<file path="src/sv/rcrt_pkg.sv">
// Shared types, constants and an elaboration-time function for the RC command
// rotate and throttle block. No dependencies.
package rcrt_pkg;

    localparam int IN_W    = 16;
    localparam int OUT_W   = 24;
    localparam int THR_W   = 16;
    localparam int KS_W    = 3;
    localparam int LVL_W   = 8;
    localparam int SUM_W   = THR_W + 2;
    localparam int PADDR_W = 3;
    localparam int APB_DW  = 32;

    // CORDIC datapath: stick values in 1/256 deg with 15 extra fraction bits
    localparam int VEC_W        = 34;
    localparam int ANG_W        = 34;
    localparam int STICK_SH     = 15;
    localparam int ATAN_W       = 30;
    localparam int ATAN_ENTRIES = 24;
    localparam int CNT_W        = $clog2(ATAN_ENTRIES);
    localparam int CORDIC_ITERATIONS_DEF = 16;

    // gain removal: 34 bit vector split in two halves against a Q28 inverse gain
    localparam int INV_W       = 28;
    localparam int GAIN_Q      = 30;
    localparam int DIVIDEND_SH = 58;
    localparam int SPLIT_W     = 17;
    localparam int OPA_W       = SPLIT_W + 1;
    localparam int PROD_W      = OPA_W + INV_W + 1;
    localparam int ACC_W       = 64;
    localparam int ROUND_SH    = 36;
    localparam int MUL_STEPS   = 4;

    localparam int QUEUE_DEPTH = 2;

    localparam logic signed [ANG_W-1:0] ANG_QUARTER = ANG_W'(64'd1 << 30);
    localparam logic signed [ANG_W-1:0] ANG_HALF    = ANG_W'(64'd1 << 31);

    localparam logic signed [IN_W-1:0] KEY_STOP_A = 16'sd100;
    localparam logic signed [IN_W-1:0] KEY_UP     = 16'sd101;
    localparam logic signed [IN_W-1:0] KEY_DOWN   = 16'sd102;
    localparam logic signed [IN_W-1:0] KEY_STOP_B = 16'sd103;
    localparam logic signed [IN_W-1:0] KEY_START  = 16'sd104;

    localparam logic signed [LVL_W-1:0] LVL_MAX  = 8'sd110;
    localparam logic signed [LVL_W-1:0] LVL_MIN  = -8'sd50;
    localparam logic signed [SUM_W-1:0] LVL_STEP = 18'sd15;
    localparam logic signed [SUM_W-1:0] THR_MAX  = 18'sd65535;

    // key operation; the value doubles as the reported key state
    typedef enum logic [KS_W-1:0] {
        OP_NONE    = 3'd0,
        OP_STOP100 = 3'd1,
        OP_STOP103 = 3'd2,
        OP_UP      = 3'd3,
        OP_DOWN    = 3'd4,
        OP_START   = 3'd5
    } key_op_t;

    typedef struct packed {
        logic signed [VEC_W-1:0] x;
        logic signed [VEC_W-1:0] y;
        logic signed [ANG_W-1:0] z;
        key_op_t                 op;
    } cmd_t;

    // atan(2^-i) in 2^-32 turn
    localparam logic [ATAN_W-1:0] ATAN_TURNS [ATAN_ENTRIES] = '{
        30'd536870912, 30'd316933406, 30'd167458907, 30'd85004756,
        30'd42667331,  30'd21354465,  30'd10679838,  30'd5340245,
        30'd2670163,   30'd1335087,   30'd667544,    30'd333772,
        30'd166886,    30'd83443,     30'd41722,     30'd20861,
        30'd10430,     30'd5215,      30'd2608,      30'd1304,
        30'd652,       30'd326,       30'd163,       30'd81
    };

    // inverse CORDIC gain in Q28, evaluated at elaboration only
    function automatic logic [INV_W-1:0] inv_gain(input int steps);
        logic [63:0]            a2;
        logic [63:0]            n;
        logic [63:0]            root;
        logic [63:0]            bitv;
        logic [63:0]            rem;
        logic [DIVIDEND_SH:0]   q;
        a2 = 64'd1 << GAIN_Q;
        for (int i = 0; i < ATAN_ENTRIES; i++) begin
            if (i < steps) begin
                a2 = a2 + (a2 >> (2 * i));
            end
        end
        n    = a2 << GAIN_Q;
        root = '0;
        bitv = 64'd1 << 62;
        for (int k = 0; k < 32; k++) begin
            if (bitv > n) begin
                bitv = bitv >> 2;
            end
        end
        for (int k = 0; k < 32; k++) begin
            if (bitv != 0) begin
                if (n >= root + bitv) begin
                    n    = n - (root + bitv);
                    root = (root >> 1) + bitv;
                end else begin
                    root = root >> 1;
                end
                bitv = bitv >> 2;
            end
        end
        if (root == 0) begin
            root = 64'd1;
        end
        // restoring long division of 2^58 by root
        rem = '0;
        q   = '0;
        for (int b = DIVIDEND_SH; b >= 0; b--) begin
            rem = {rem[62:0], (b == DIVIDEND_SH)};
            if (rem >= root) begin
                rem  = rem - root;
                q[b] = 1'b1;
            end
        end
        return q[INV_W-1:0];
    endfunction

endpackage

</file>
<file path="src/sv/rcrt_front.sv">
// Front end: takes a packet, classifies the key code and prepares the
// folded CORDIC start vector. Depends on rcrt_pkg.
module rcrt_front (
    input  logic                                 in_valid,
    output logic                                 in_stall,
    input  logic signed [rcrt_pkg::IN_W-1:0]     roll_stick,
    input  logic signed [rcrt_pkg::IN_W-1:0]     pitch_stick,
    input  logic signed [rcrt_pkg::IN_W-1:0]     key_code,
    input  logic        [rcrt_pkg::IN_W-1:0]     yaw_angle,
    output logic                                 push_valid,
    input  logic                                 push_ready,
    output rcrt_pkg::cmd_t                       push_item
);
    import rcrt_pkg::*;

    logic signed [VEC_W-1:0] roll_sc;
    logic signed [VEC_W-1:0] pitch_sc;
    logic signed [ANG_W-1:0] z_raw;
    logic                    fold_pos;
    logic                    fold_neg;
    key_op_t                 op;

    assign roll_sc  = VEC_W'(roll_stick) <<< STICK_SH;
    assign pitch_sc = VEC_W'(pitch_stick) <<< STICK_SH;
    assign z_raw    = ANG_W'($signed({yaw_angle, {IN_W{1'b0}}}));
    assign fold_pos = z_raw > ANG_QUARTER;
    assign fold_neg = z_raw < -ANG_QUARTER;

    always_comb
    begin
        unique case (key_code)
            KEY_STOP_A: op = OP_STOP100;
            KEY_STOP_B: op = OP_STOP103;
            KEY_UP:     op = OP_UP;
            KEY_DOWN:   op = OP_DOWN;
            KEY_START:  op = OP_START;
            default:    op = OP_NONE;
        endcase
    end

    // sticks are negated; a half turn fold negates them again
    always_comb
    begin
        push_item.op = op;
        if (fold_pos || fold_neg)
        begin
            push_item.x = roll_sc;
            push_item.y = pitch_sc;
        end
        else
        begin
            push_item.x = -roll_sc;
            push_item.y = -pitch_sc;
        end
        if (fold_pos)
        begin
            push_item.z = z_raw - ANG_HALF;
        end
        else if (fold_neg)
        begin
            push_item.z = z_raw + ANG_HALF;
        end
        else
        begin
            push_item.z = z_raw;
        end
    end

    assign push_valid = in_valid;
    assign in_stall   = !push_ready;

endmodule

</file>
<file path="src/sv/rcrt_queue.sv">
// Short request queue between front and back end.
// Depends on rcrt_pkg (cmd_t, QUEUE_DEPTH).
module rcrt_queue (
    input  logic           clk,
    input  logic           rst_n,
    input  logic           push_valid,
    output logic           push_ready,
    input  rcrt_pkg::cmd_t push_item,
    output logic           pop_valid,
    input  logic           pop,
    output rcrt_pkg::cmd_t pop_item
);
    import rcrt_pkg::*;

    localparam int PTR_W   = $clog2(QUEUE_DEPTH);
    localparam int COUNT_W = $clog2(QUEUE_DEPTH + 1);

    cmd_t               entries_reg [QUEUE_DEPTH];
    logic [PTR_W-1:0]   wr_ptr_reg;
    logic [PTR_W-1:0]   rd_ptr_reg;
    logic [COUNT_W-1:0] count_reg;
    logic               do_push;
    logic               do_pop;

    assign push_ready = count_reg != COUNT_W'(QUEUE_DEPTH);
    assign pop_valid  = count_reg != '0;
    assign do_push    = push_valid && push_ready;
    assign do_pop     = pop && pop_valid;
    assign pop_item   = entries_reg[rd_ptr_reg];

    always_ff @(posedge clk)
    begin
        if (do_push)
        begin
            entries_reg[wr_ptr_reg] <= push_item;
        end
    end

    always_ff @(posedge clk or negedge rst_n)
    begin
        if (!rst_n)
        begin
            wr_ptr_reg <= '0;
            rd_ptr_reg <= '0;
            count_reg  <= '0;
        end
        else
        begin
            if (do_push)
            begin
                wr_ptr_reg <= (wr_ptr_reg == PTR_W'(QUEUE_DEPTH - 1)) ? '0 : wr_ptr_reg + 1'b1;
            end
            if (do_pop)
            begin
                rd_ptr_reg <= (rd_ptr_reg == PTR_W'(QUEUE_DEPTH - 1)) ? '0 : rd_ptr_reg + 1'b1;
            end
            if (do_push && !do_pop)
            begin
                count_reg <= count_reg + 1'b1;
            end
            else if (do_pop && !do_push)
            begin
                count_reg <= count_reg - 1'b1;
            end
        end
    end

endmodule

</file>
<file path="src/sv/rcrt_cordic.sv">
// Iterative CORDIC rotation, one step per cycle, then gain removal on a
// shared 18x29 multiplier over x and y halves. Depends on rcrt_pkg.
module rcrt_cordic #(
    parameter int CORDIC_ITERATIONS = rcrt_pkg::CORDIC_ITERATIONS_DEF
) (
    input  logic                                clk,
    input  logic                                rst_n,
    input  logic                                start,
    input  logic signed [rcrt_pkg::VEC_W-1:0]   x_in,
    input  logic signed [rcrt_pkg::VEC_W-1:0]   y_in,
    input  logic signed [rcrt_pkg::ANG_W-1:0]   z_in,
    output logic                                done,
    output logic signed [rcrt_pkg::OUT_W-1:0]   roll_res,
    output logic signed [rcrt_pkg::OUT_W-1:0]   pitch_res
);
    import rcrt_pkg::*;

    localparam int STEPS = (CORDIC_ITERATIONS < ATAN_ENTRIES) ? CORDIC_ITERATIONS : ATAN_ENTRIES;
    localparam logic [INV_W-1:0]        INV        = inv_gain(STEPS);
    localparam logic signed [ACC_W-1:0] ROUND_BIAS = ACC_W'(64'd1 << (ROUND_SH - 1));
    localparam logic signed [ACC_W-1:0] SAT_MAX    = ACC_W'((64'd1 << (OUT_W - 1)) - 64'd1);
    localparam logic signed [ACC_W-1:0] SAT_MIN    = -ACC_W'(64'd1 << (OUT_W - 1));

    // multiplier operand codes
    localparam logic [1:0] OPD_XLO = 2'd0;
    localparam logic [1:0] OPD_XHI = 2'd1;
    localparam logic [1:0] OPD_YLO = 2'd2;
    localparam logic [1:0] OPD_YHI = 2'd3;

    typedef enum logic [1:0] {
        C_IDLE,
        C_ROT,
        C_MUL
    } c_state_t;

    c_state_t                 state_reg;
    logic signed [VEC_W-1:0]  x_reg;
    logic signed [VEC_W-1:0]  y_reg;
    logic signed [ANG_W-1:0]  z_reg;
    logic [CNT_W-1:0]         cnt_reg;
    logic signed [PROD_W-1:0] mul_reg;
    logic [1:0]               tag_reg;
    logic                     pv_reg;
    logic signed [ACC_W-1:0]  acc_x_reg;
    logic signed [ACC_W-1:0]  acc_y_reg;
    logic                     done_reg;

    logic signed [VEC_W-1:0]  dx;
    logic signed [VEC_W-1:0]  dy;
    logic signed [ANG_W-1:0]  atan_ext;
    logic signed [OPA_W-1:0]  opa;
    logic signed [PROD_W-1:0] prod;
    logic signed [ACC_W-1:0]  addend;

    function automatic logic signed [OUT_W-1:0] round_sat(input logic signed [ACC_W-1:0] a);
        logic signed [ACC_W-1:0] r;
        r = a >>> ROUND_SH;
        if (r > SAT_MAX)
        begin
            r = SAT_MAX;
        end
        else if (r < SAT_MIN)
        begin
            r = SAT_MIN;
        end
        return r[OUT_W-1:0];
    endfunction

    assign dx       = y_reg >>> cnt_reg;
    assign dy       = x_reg >>> cnt_reg;
    assign atan_ext = $signed({{(ANG_W - ATAN_W){1'b0}}, ATAN_TURNS[cnt_reg]});

    always_comb
    begin
        case (cnt_reg[1:0])
            OPD_XLO: opa = $signed({1'b0, x_reg[SPLIT_W-1:0]});
            OPD_XHI: opa = OPA_W'($signed(x_reg[VEC_W-1:SPLIT_W]));
            OPD_YLO: opa = $signed({1'b0, y_reg[SPLIT_W-1:0]});
            default: opa = OPA_W'($signed(y_reg[VEC_W-1:SPLIT_W]));
        endcase
    end

    assign prod = PROD_W'(opa) * PROD_W'($signed({1'b0, INV}));

    // odd tags carry the upper half of the vector
    assign addend = tag_reg[0] ? (ACC_W'(mul_reg) <<< SPLIT_W) : ACC_W'(mul_reg);

    always_ff @(posedge clk or negedge rst_n)
    begin
        if (!rst_n)
        begin
            state_reg <= C_IDLE;
            cnt_reg   <= '0;
            tag_reg   <= OPD_XLO;
            pv_reg    <= 1'b0;
            done_reg  <= 1'b0;
        end
        else
        begin
            done_reg <= 1'b0;
            unique case (state_reg)
                C_IDLE:
                begin
                    if (start)
                    begin
                        x_reg     <= x_in;
                        y_reg     <= y_in;
                        z_reg     <= z_in;
                        cnt_reg   <= '0;
                        state_reg <= C_ROT;
                    end
                end
                C_ROT:
                begin
                    if (!z_reg[ANG_W-1])
                    begin
                        x_reg <= x_reg - dx;
                        y_reg <= y_reg + dy;
                        z_reg <= z_reg - atan_ext;
                    end
                    else
                    begin
                        x_reg <= x_reg + dx;
                        y_reg <= y_reg - dy;
                        z_reg <= z_reg + atan_ext;
                    end
                    if (cnt_reg == CNT_W'(STEPS - 1))
                    begin
                        cnt_reg   <= '0;
                        acc_x_reg <= ROUND_BIAS;
                        acc_y_reg <= ROUND_BIAS;
                        state_reg <= C_MUL;
                    end
                    else
                    begin
                        cnt_reg <= cnt_reg + 1'b1;
                    end
                end
                C_MUL:
                begin
                    if (cnt_reg < CNT_W'(MUL_STEPS))
                    begin
                        mul_reg <= prod;
                        tag_reg <= cnt_reg[1:0];
                        pv_reg  <= 1'b1;
                        cnt_reg <= cnt_reg + 1'b1;
                    end
                    else
                    begin
                        pv_reg <= 1'b0;
                    end
                    if (pv_reg)
                    begin
                        if (tag_reg[1])
                        begin
                            acc_y_reg <= acc_y_reg + addend;
                        end
                        else
                        begin
                            acc_x_reg <= acc_x_reg + addend;
                        end
                        if (tag_reg == OPD_YHI)
                        begin
                            done_reg  <= 1'b1;
                            state_reg <= C_IDLE;
                        end
                    end
                end
                default:
                begin
                    state_reg <= C_IDLE;
                end
            endcase
        end
    end

    assign done      = done_reg;
    assign roll_res  = round_sat(acc_x_reg);
    assign pitch_res = round_sat(acc_y_reg);

endmodule

</file>
<file path="src/sv/rcrt_back.sv">
// Back end: runs the CORDIC on each queued request, applies the key
// operation to power level, throttle and flags, and holds the result.
// Depends on rcrt_pkg and rcrt_cordic.
module rcrt_back #(
    parameter int CORDIC_ITERATIONS = rcrt_pkg::CORDIC_ITERATIONS_DEF
) (
    input  logic                               clk,
    input  logic                               rst_n,
    input  logic                               q_valid,
    output logic                               q_pop,
    input  rcrt_pkg::cmd_t                     q_item,
    input  logic [rcrt_pkg::THR_W-1:0]         throttle_base,
    input  logic [rcrt_pkg::THR_W-1:0]         motor_off_value,
    output logic                               out_valid,
    input  logic                               out_stall,
    output logic signed [rcrt_pkg::OUT_W-1:0]  roll_target,
    output logic signed [rcrt_pkg::OUT_W-1:0]  pitch_target,
    output logic [rcrt_pkg::THR_W-1:0]         throttle_out,
    output logic [rcrt_pkg::KS_W-1:0]          key_state,
    output logic                               stop_out,
    output logic                               start_out,
    output logic                               clear_integrators
);
    import rcrt_pkg::*;

    typedef enum logic [1:0] {
        B_IDLE,
        B_RUN,
        B_WAIT
    } b_state_t;

    b_state_t                 state_reg;
    key_op_t                  op_reg;
    logic signed [LVL_W-1:0]  level_reg;
    logic [THR_W-1:0]         throttle_reg;
    key_op_t                  key_state_reg;
    logic                     stop_reg;
    logic                     start_reg;
    logic                     out_valid_reg;
    logic signed [OUT_W-1:0]  roll_reg;
    logic signed [OUT_W-1:0]  pitch_reg;
    logic                     clear_reg;

    logic                     cord_done;
    logic signed [OUT_W-1:0]  cord_roll;
    logic signed [OUT_W-1:0]  cord_pitch;
    logic                     out_free;
    logic                     commit;

    logic signed [LVL_W-1:0]  level_next;
    logic [THR_W-1:0]         throttle_next;
    key_op_t                  key_state_next;
    logic                     stop_next;
    logic                     start_next;
    logic                     clear_next;

    function automatic logic [THR_W-1:0] level_throttle(
        input logic [THR_W-1:0]        base,
        input logic signed [LVL_W-1:0] lvl
    );
        logic signed [SUM_W-1:0] t;
        t = $signed({2'b00, base}) + SUM_W'(lvl) * LVL_STEP;
        if (t < 0)
        begin
            return '0;
        end
        else if (t > THR_MAX)
        begin
            return '1;
        end
        return t[THR_W-1:0];
    endfunction

    rcrt_cordic #(
        .CORDIC_ITERATIONS (CORDIC_ITERATIONS)
    ) u_cordic (
        .clk       (clk),
        .rst_n     (rst_n),
        .start     (q_pop),
        .x_in      (q_item.x),
        .y_in      (q_item.y),
        .z_in      (q_item.z),
        .done      (cord_done),
        .roll_res  (cord_roll),
        .pitch_res (cord_pitch)
    );

    assign q_pop    = (state_reg == B_IDLE) && q_valid;
    assign out_free = !out_valid_reg || !out_stall;
    assign commit   = (((state_reg == B_RUN) && cord_done) || (state_reg == B_WAIT)) && out_free;

    always_comb
    begin
        level_next     = level_reg;
        throttle_next  = throttle_reg;
        key_state_next = key_state_reg;
        stop_next      = stop_reg;
        start_next     = start_reg;
        clear_next     = 1'b0;
        unique case (op_reg) inside
            OP_STOP100, OP_STOP103:
            begin
                key_state_next = op_reg;
                stop_next      = 1'b1;
                start_next     = 1'b0;
                level_next     = '0;
                throttle_next  = motor_off_value;
                clear_next     = 1'b1;
            end
            OP_UP:
            begin
                key_state_next = OP_UP;
                stop_next      = 1'b0;
                level_next     = (level_reg >= LVL_MAX) ? LVL_MAX : level_reg + 8'sd1;
                throttle_next  = level_throttle(throttle_base, level_next);
            end
            OP_DOWN:
            begin
                key_state_next = OP_DOWN;
                stop_next      = 1'b0;
                level_next     = (level_reg <= LVL_MIN) ? LVL_MIN : level_reg - 8'sd1;
                throttle_next  = level_throttle(throttle_base, level_next);
            end
            OP_START:
            begin
                // arms only while not already started
                if (!start_reg)
                begin
                    key_state_next = OP_START;
                    start_next     = 1'b1;
                    stop_next      = 1'b1;
                end
            end
            default:
            begin
                clear_next = 1'b0;
            end
        endcase
    end

    always_ff @(posedge clk or negedge rst_n)
    begin
        if (!rst_n)
        begin
            state_reg     <= B_IDLE;
            op_reg        <= OP_NONE;
            level_reg     <= '0;
            throttle_reg  <= '0;
            key_state_reg <= OP_NONE;
            stop_reg      <= 1'b0;
            start_reg     <= 1'b0;
            out_valid_reg <= 1'b0;
            clear_reg     <= 1'b0;
        end
        else
        begin
            if (out_valid_reg && !out_stall)
            begin
                out_valid_reg <= 1'b0;
            end
            unique case (state_reg)
                B_IDLE:
                begin
                    if (q_valid)
                    begin
                        op_reg    <= q_item.op;
                        state_reg <= B_RUN;
                    end
                end
                B_RUN:
                begin
                    if (cord_done && !out_free)
                    begin
                        state_reg <= B_WAIT;
                    end
                end
                B_WAIT:
                begin
                    state_reg <= B_WAIT;
                end
                default:
                begin
                    state_reg <= B_IDLE;
                end
            endcase
            if (commit)
            begin
                level_reg     <= level_next;
                throttle_reg  <= throttle_next;
                key_state_reg <= key_state_next;
                stop_reg      <= stop_next;
                start_reg     <= start_next;
                clear_reg     <= clear_next;
                roll_reg      <= cord_roll;
                pitch_reg     <= cord_pitch;
                out_valid_reg <= 1'b1;
                state_reg     <= B_IDLE;
            end
        end
    end

    // flag and throttle state only changes on commit, so it is the result
    assign out_valid         = out_valid_reg;
    assign roll_target       = roll_reg;
    assign pitch_target      = pitch_reg;
    assign throttle_out      = throttle_reg;
    assign key_state         = key_state_reg;
    assign stop_out          = stop_reg;
    assign start_out         = start_reg;
    assign clear_integrators = clear_reg;

endmodule

</file>
<file path="src/sv/rc_command_rotate_and_throttle_core.sv">
// Top level of the RC command rotate and throttle block: APB registers,
// front end, request queue and back end. Depends on rcrt_pkg and submodules.
//
//   port group   direction  handshake             payload
//   in_*         in         in_valid / in_stall   roll_stick pitch_stick key_code yaw_angle
//   out_*        out        out_valid / out_stall roll_target pitch_target throttle_out
//                                                 key_state stop_out start_out clear_integrators
//   apb          in         psel penable pwrite   paddr pwdata prdata (pready tied high)
//
// In the back end a request is loaded, rotated one step per cycle, run through the shared
// gain multiplier as four partial products, has its last product added and is committed.
// The two-entry queue accepts until full while the back end works or the output stalls.
// Reset is asynchronous, active low; nothing needs a clearing pass after it.
// A held result blocks only the back end; the queue absorbs up to two more requests.
module rc_command_rotate_and_throttle_core #(
    parameter int CORDIC_ITERATIONS = rcrt_pkg::CORDIC_ITERATIONS_DEF
) (
    input  logic                               clk,
    input  logic                               rst_n,
    input  logic                               in_valid,
    output logic                               in_stall,
    input  logic signed [rcrt_pkg::IN_W-1:0]   roll_stick,
    input  logic signed [rcrt_pkg::IN_W-1:0]   pitch_stick,
    input  logic signed [rcrt_pkg::IN_W-1:0]   key_code,
    input  logic        [rcrt_pkg::IN_W-1:0]   yaw_angle,
    output logic                               out_valid,
    input  logic                               out_stall,
    output logic signed [rcrt_pkg::OUT_W-1:0]  roll_target,
    output logic signed [rcrt_pkg::OUT_W-1:0]  pitch_target,
    output logic [rcrt_pkg::THR_W-1:0]         throttle_out,
    output logic [rcrt_pkg::KS_W-1:0]          key_state,
    output logic                               stop_out,
    output logic                               start_out,
    output logic                               clear_integrators,
    input  logic                               psel,
    input  logic                               penable,
    input  logic                               pwrite,
    input  logic [rcrt_pkg::PADDR_W-1:0]       paddr,
    input  logic [rcrt_pkg::APB_DW-1:0]        pwdata,
    output logic [rcrt_pkg::APB_DW-1:0]        prdata,
    output logic                               pready
);
    import rcrt_pkg::*;

    localparam logic REG_THROTTLE_BASE = 1'b0;
    localparam logic REG_MOTOR_OFF     = 1'b1;

    logic [THR_W-1:0] throttle_base_reg;
    logic [THR_W-1:0] motor_off_reg;
    logic             cfg_write;

    logic             push_valid;
    logic             push_ready;
    cmd_t             push_item;
    logic             q_valid;
    logic             q_pop;
    cmd_t             q_item;

    assign pready    = 1'b1;
    assign cfg_write = psel && penable && pwrite && pready;

    always_ff @(posedge clk or negedge rst_n)
    begin
        if (!rst_n)
        begin
            throttle_base_reg <= '0;
            motor_off_reg     <= '0;
        end
        else if (cfg_write)
        begin
            case (paddr[PADDR_W-1])
                REG_THROTTLE_BASE: throttle_base_reg <= pwdata[THR_W-1:0];
                default:           motor_off_reg     <= pwdata[THR_W-1:0];
            endcase
        end
    end

    always_comb
    begin
        case (paddr[PADDR_W-1])
            REG_MOTOR_OFF: prdata = APB_DW'(motor_off_reg);
            default:       prdata = APB_DW'(throttle_base_reg);
        endcase
    end

    rcrt_front u_front (
        .in_valid    (in_valid),
        .in_stall    (in_stall),
        .roll_stick  (roll_stick),
        .pitch_stick (pitch_stick),
        .key_code    (key_code),
        .yaw_angle   (yaw_angle),
        .push_valid  (push_valid),
        .push_ready  (push_ready),
        .push_item   (push_item)
    );

    rcrt_queue u_queue (
        .clk        (clk),
        .rst_n      (rst_n),
        .push_valid (push_valid),
        .push_ready (push_ready),
        .push_item  (push_item),
        .pop_valid  (q_valid),
        .pop        (q_pop),
        .pop_item   (q_item)
    );

    rcrt_back #(
        .CORDIC_ITERATIONS (CORDIC_ITERATIONS)
    ) u_back (
        .clk               (clk),
        .rst_n             (rst_n),
        .q_valid           (q_valid),
        .q_pop             (q_pop),
        .q_item            (q_item),
        .throttle_base     (throttle_base_reg),
        .motor_off_value   (motor_off_reg),
        .out_valid         (out_valid),
        .out_stall         (out_stall),
        .roll_target       (roll_target),
        .pitch_target      (pitch_target),
        .throttle_out      (throttle_out),
        .key_state         (key_state),
        .stop_out          (stop_out),
        .start_out         (start_out),
        .clear_integrators (clear_integrators)
    );

endmodule

</file>
<file path="config.mk">
export PLATFORM = sky130hd
export DESIGN_NAME = rc_command_rotate_and_throttle_core
export DESIGN_NICKNAME = d
export VERILOG_FILES = /design/src/sv/rcrt_pkg.sv /design/src/sv/rcrt_front.sv /design/src/sv/rcrt_queue.sv /design/src/sv/rcrt_cordic.sv /design/src/sv/rcrt_back.sv /design/src/sv/rc_command_rotate_and_throttle_core.sv
export SDC_FILE = /design/constraint.sdc
export NUM_CORES = 2
export LEC_CHECK = 0
export ABC_AREA = 1
export BUFFER_PORTS_ARGS = -buffer_cell sky130_fd_sc_hd__clkbuf_2
export CORE_MARGIN = 1
export CORE_UTILIZATION = 41
export DETAILED_ROUTE_END_ITERATION = 7
export SLEW_MARGIN = 20
export SYNTH_ARGS = -nofsm -noshare
export SYNTH_HDL_FRONTEND = slang
export SYNTH_SLANG_ARGS = --single-unit
</file>
<file path="constraint.sdc">
create_clock -name clk -period 12.6 [get_ports clk]
set_input_delay 0.63 -clock clk [delete_from_list [all_inputs] [get_ports clk]]
set_output_delay 0.63 -clock clk [all_outputs]
set_load 0.005 [all_outputs]
</file>
==> results.json <==
{
  "outcome": "completed",
  "die_area_um2": 132000,
  "clockBufferDepth": 3,
  "tns_ns": 0,
  "synth_mux_area_share_pct": 0.0747,
  "synth-compound-area-share_pct": 17.5,
  "firstDrtPassIters": 7,
  "period_share_pct": 75.0,
  "core_area_um2": 130000,
  "hold_buffers": 1,
  "initial_core_util_pct": 41.3,
  "top_layer": "met4",
  "synth_edf_count": 438,
  "row_count": 132,
  "track_usage_pct": 25.7,
  "drt_iter0_drc": 3796,
  "wl_per_cell_um": 18.9,
  "clk_pin_slew_worst_paths_ns": 0.06,
  "slew_viol_final": 0,
  "htreeDepth": 3,
  "yosysUniqueCellTypes": 68,
  "dp_hpwl_mm": 139,
  "synth_fa_ha_area_share_pct": 20.6,
  "cts_resized": 0,
  "cap_violations": 0,
  "numCtsBuffers": 67,
  "synth_top_family_by_area": "adder cells",
  "area_growth_pct": 9.04,
  "gp_congestion": 0.983,
  "async_flop_share_pct": 15.9,
  "rsz0062_at_grt": "false",
  "wl_met1_mm": 74.8,
  "antenna_found_initial": 1,
  "utilization_pct": 45.1,
  "yosys_warnings": 0,
  "cp.required_ns": 13.03,
  "nNetsFinal": 8082,
  "r2r-start": "u_back.u_cordic.cnt_reg[0]$_DFFE_PN0P_",
  "critPathMostFrequentCell": "inv_1",
  "hold_path.class": "in2reg",
  "synth_xor_xnor_area_share_pct": 3.56,
  "setup_viol": 0,
  "syn_area_um2": 53600,
  "fin_worst_skew_ns": 0.0369,
  "post_cts_buffers": 0,
  "synth-seq-cells": 521,
  "start_kind": "register",
  "route.met3.wl_mm": 8.86,
  "maxSlewHeadroom_pct": 15.2,
  "cts_tree": "yes",
  "layout-drive-gt1-share_pct": 5.39,
  "synth_top_area_share_pct": 24.5,
  "synth_common_cells": "nand2_1, inv_1, nor2_1, o21ai_0, a21oi_1",
  "portBuffers": 175,
  "syn_inst": 7130,
  "cts_sinks": 521,
  "worstMarginPinSlew_ns": 1.26,
  "hold_viol": 0,
  "drcViolationCount": 0,
  "die_x_um": 363,
  "ios": 211,
  "cp-end-kind": "register",
  "n_antenna_cell": 0,
  "synthSimpleGateAreaFrac_pct": 20.0,
  "slowest_stage": "dfrtp_2",
  "hp-start": "yaw_angle[11]",
  "grt_pass1_vias": 46868,
  "post-route-min-period_ns": 9.44,
  "drtAntennaViolNets": 0,
  "grt_pass1_wl_mm": 266,
  "viasPerCell": 5.35,
  "synth_top_cell_by_area": "edfxtp_1",
  "grt_max_degree": 74,
  "vias": 48309,
  "arrival_ns": 9.88,
  "slowest_delay_ns": 0.98,
  "crit_start": "u_back.u_cordic.cnt_reg[0]$_DFFE_PN0P_",
  "fmax_ghz": 0.106,
  "path_max_fanout": 57,
  "worst-setup-path-type": "reg2reg",
  "drt_wl_total_mm": 171,
  "synth_ff_type": "edfxtp_1",
  "die_height_um": 363,
  "fillCellCount": 13161,
  "gr-total-overflow": 0,
  "yosysMostFrequentCell": "nand2_1",
  "avgSynthCellArea_um2": 7.51,
  "largest_reg_flops": 116,
  "synth.area.top_cells": "edfxtp_1, ha_1, nand2_1, fa_1, inv_1",
  "insertion_delay_ns": 0.69,
  "wl_met2_mm": 79.5,
  "cts_root_buf": "clkbuf_16",
  "ys_seq_area_share_pct": 28.4
}
[worst paths after layout]
path                                                     endpoint  slack, ns  cells after the start
setup / recovery            u_back.u_cordic.mul_reg[44]$_DFFE_PP_       3.16                     28
hold / removal               u_queue.entries_reg[1][30]$_DFFE_PP_       0.19                      1
setup reg to reg            u_back.u_cordic.mul_reg[44]$_DFFE_PP_       3.16                     28
hold reg to reg                u_back.throttle_out[3]$_DFFE_PN0P_       0.48                      2
max in group asynchronous  u_back.u_cordic.cnt_reg[1]$_DFFE_PN0P_      10.99                      3
min in group asynchronous       throttle_base_reg[15]$_DFFE_PN0P_       0.51                      2
[per-layer routing]
layer / vias to the layer above / global-route usage (%)
met1: 22587 / 33.5
met3: 306 / 3.21
met5: - / 0
met4: 0 / 10.8
li1: 24045 / -
met2: 1371 / 43.0
[cell usage in the layout (no fill, tap or decap), types with 10 or more instances in the layout]
| cell | synthesis | routed |
|---|---|---|
| nand2_1 | 1334 | 1334 |
| inv_1 | 1139 | 1138 |
| nor2_1 | 676 | 671 |
| o21ai_0 | 663 | 663 |
| a21oi_1 | 633 | 633 |
| ha_1 | 496 | 494 |
| edfxtp_1 | 438 | 438 |
| nand3_1 | 402 | 402 |
| fa_1 | 241 | 241 |
| clkbuf_2 | 0 | 174 |
| xor2_1 | 154 | 154 |
| dfrtp_1 | 83 | 79 |
| a31oi_1 | 78 | 78 |
| o21a_1 | 77 | 77 |
| clkbuf_16 | 0 | 68 |
| xnor2_1 | 64 | 64 |
| o21ai_1 | 57 | 56 |
| nand4_1 | 50 | 50 |
| nor3_1 | 44 | 44 |
| buf_4 | 29 | 43 |
| o22ai_1 | 37 | 37 |
| o211ai_1 | 33 | 33 |
| nor4_1 | 24 | 24 |
| o21bai_1 | 24 | 24 |
| a21o_1 | 23 | 23 |
| a21boi_0 | 19 | 19 |
| conb_1 | 2 | 17 |
| o31ai_1 | 14 | 14 |
| or2_2 | 12 | 12 |
| nand3b_1 | 11 | 11 |
| clkbuf_1 | 95 | 11 |
| a221oi_1 | 10 | 10 |
[metrics by stage]
step / std cells / instance area (µm²) / hold slack (ns) / setup WS [ns]
finish: 9032 / 58400 / 0.189 / 3.16
global route: 9032 / 58400 / 0.162 / 2.53
CTS: 9032 / 58400 / 0.144 / 3.18
detailed placement: 8911 / 56200 / 0.470 / 3.20
global placement: 8911 / 56200 / 0.463 / 3.25
floorplan: 7145 / 53600 / 0.334 / 3.50
[final cells by class]
type                       instances  area (µm²)  share of cell area (%)
clock inverter                    35         395                   0.677
tap                             1742        2180                    3.73
multi-input combinational       5280       33200                    56.9
inverter                        1151        4330                    7.41
sequential                       521       15200                    26.1
clock buffer                      85        1830                    3.12
timing repair buffer             218        1200                    2.06
[logic make-up (layout without fill, tap and decap cells)]
family | count (synthesis) | count (layout)
AO/OA/AOI/OAI | 1713 | 1713
XOR/XNOR | 218 | 218
adder cells (fa/ha/maj) | 737 | 737
buffers and inverters | 1344 | 1489
flip-flops | 521 | 521
multiplexers | 4 | 4
other | 2 | 17
AND/OR/NAND/NOR | 2591 | 2591
[worst max-delay path, delay by kind of cell (launching register included)]
kind,cells,cell delay (ns)
adder cells (fa/ha/maj),8,4.23
AND/OR/NAND/NOR,9,1.06
AO/OA/AOI/OAI,4,1.20
flip-flops,1,0.98
buffers and inverters,7,1.69
Power is left out: the tool's default activity adds up to more than one toggle a clock period on the data nets, which glitch-free logic cannot reach.
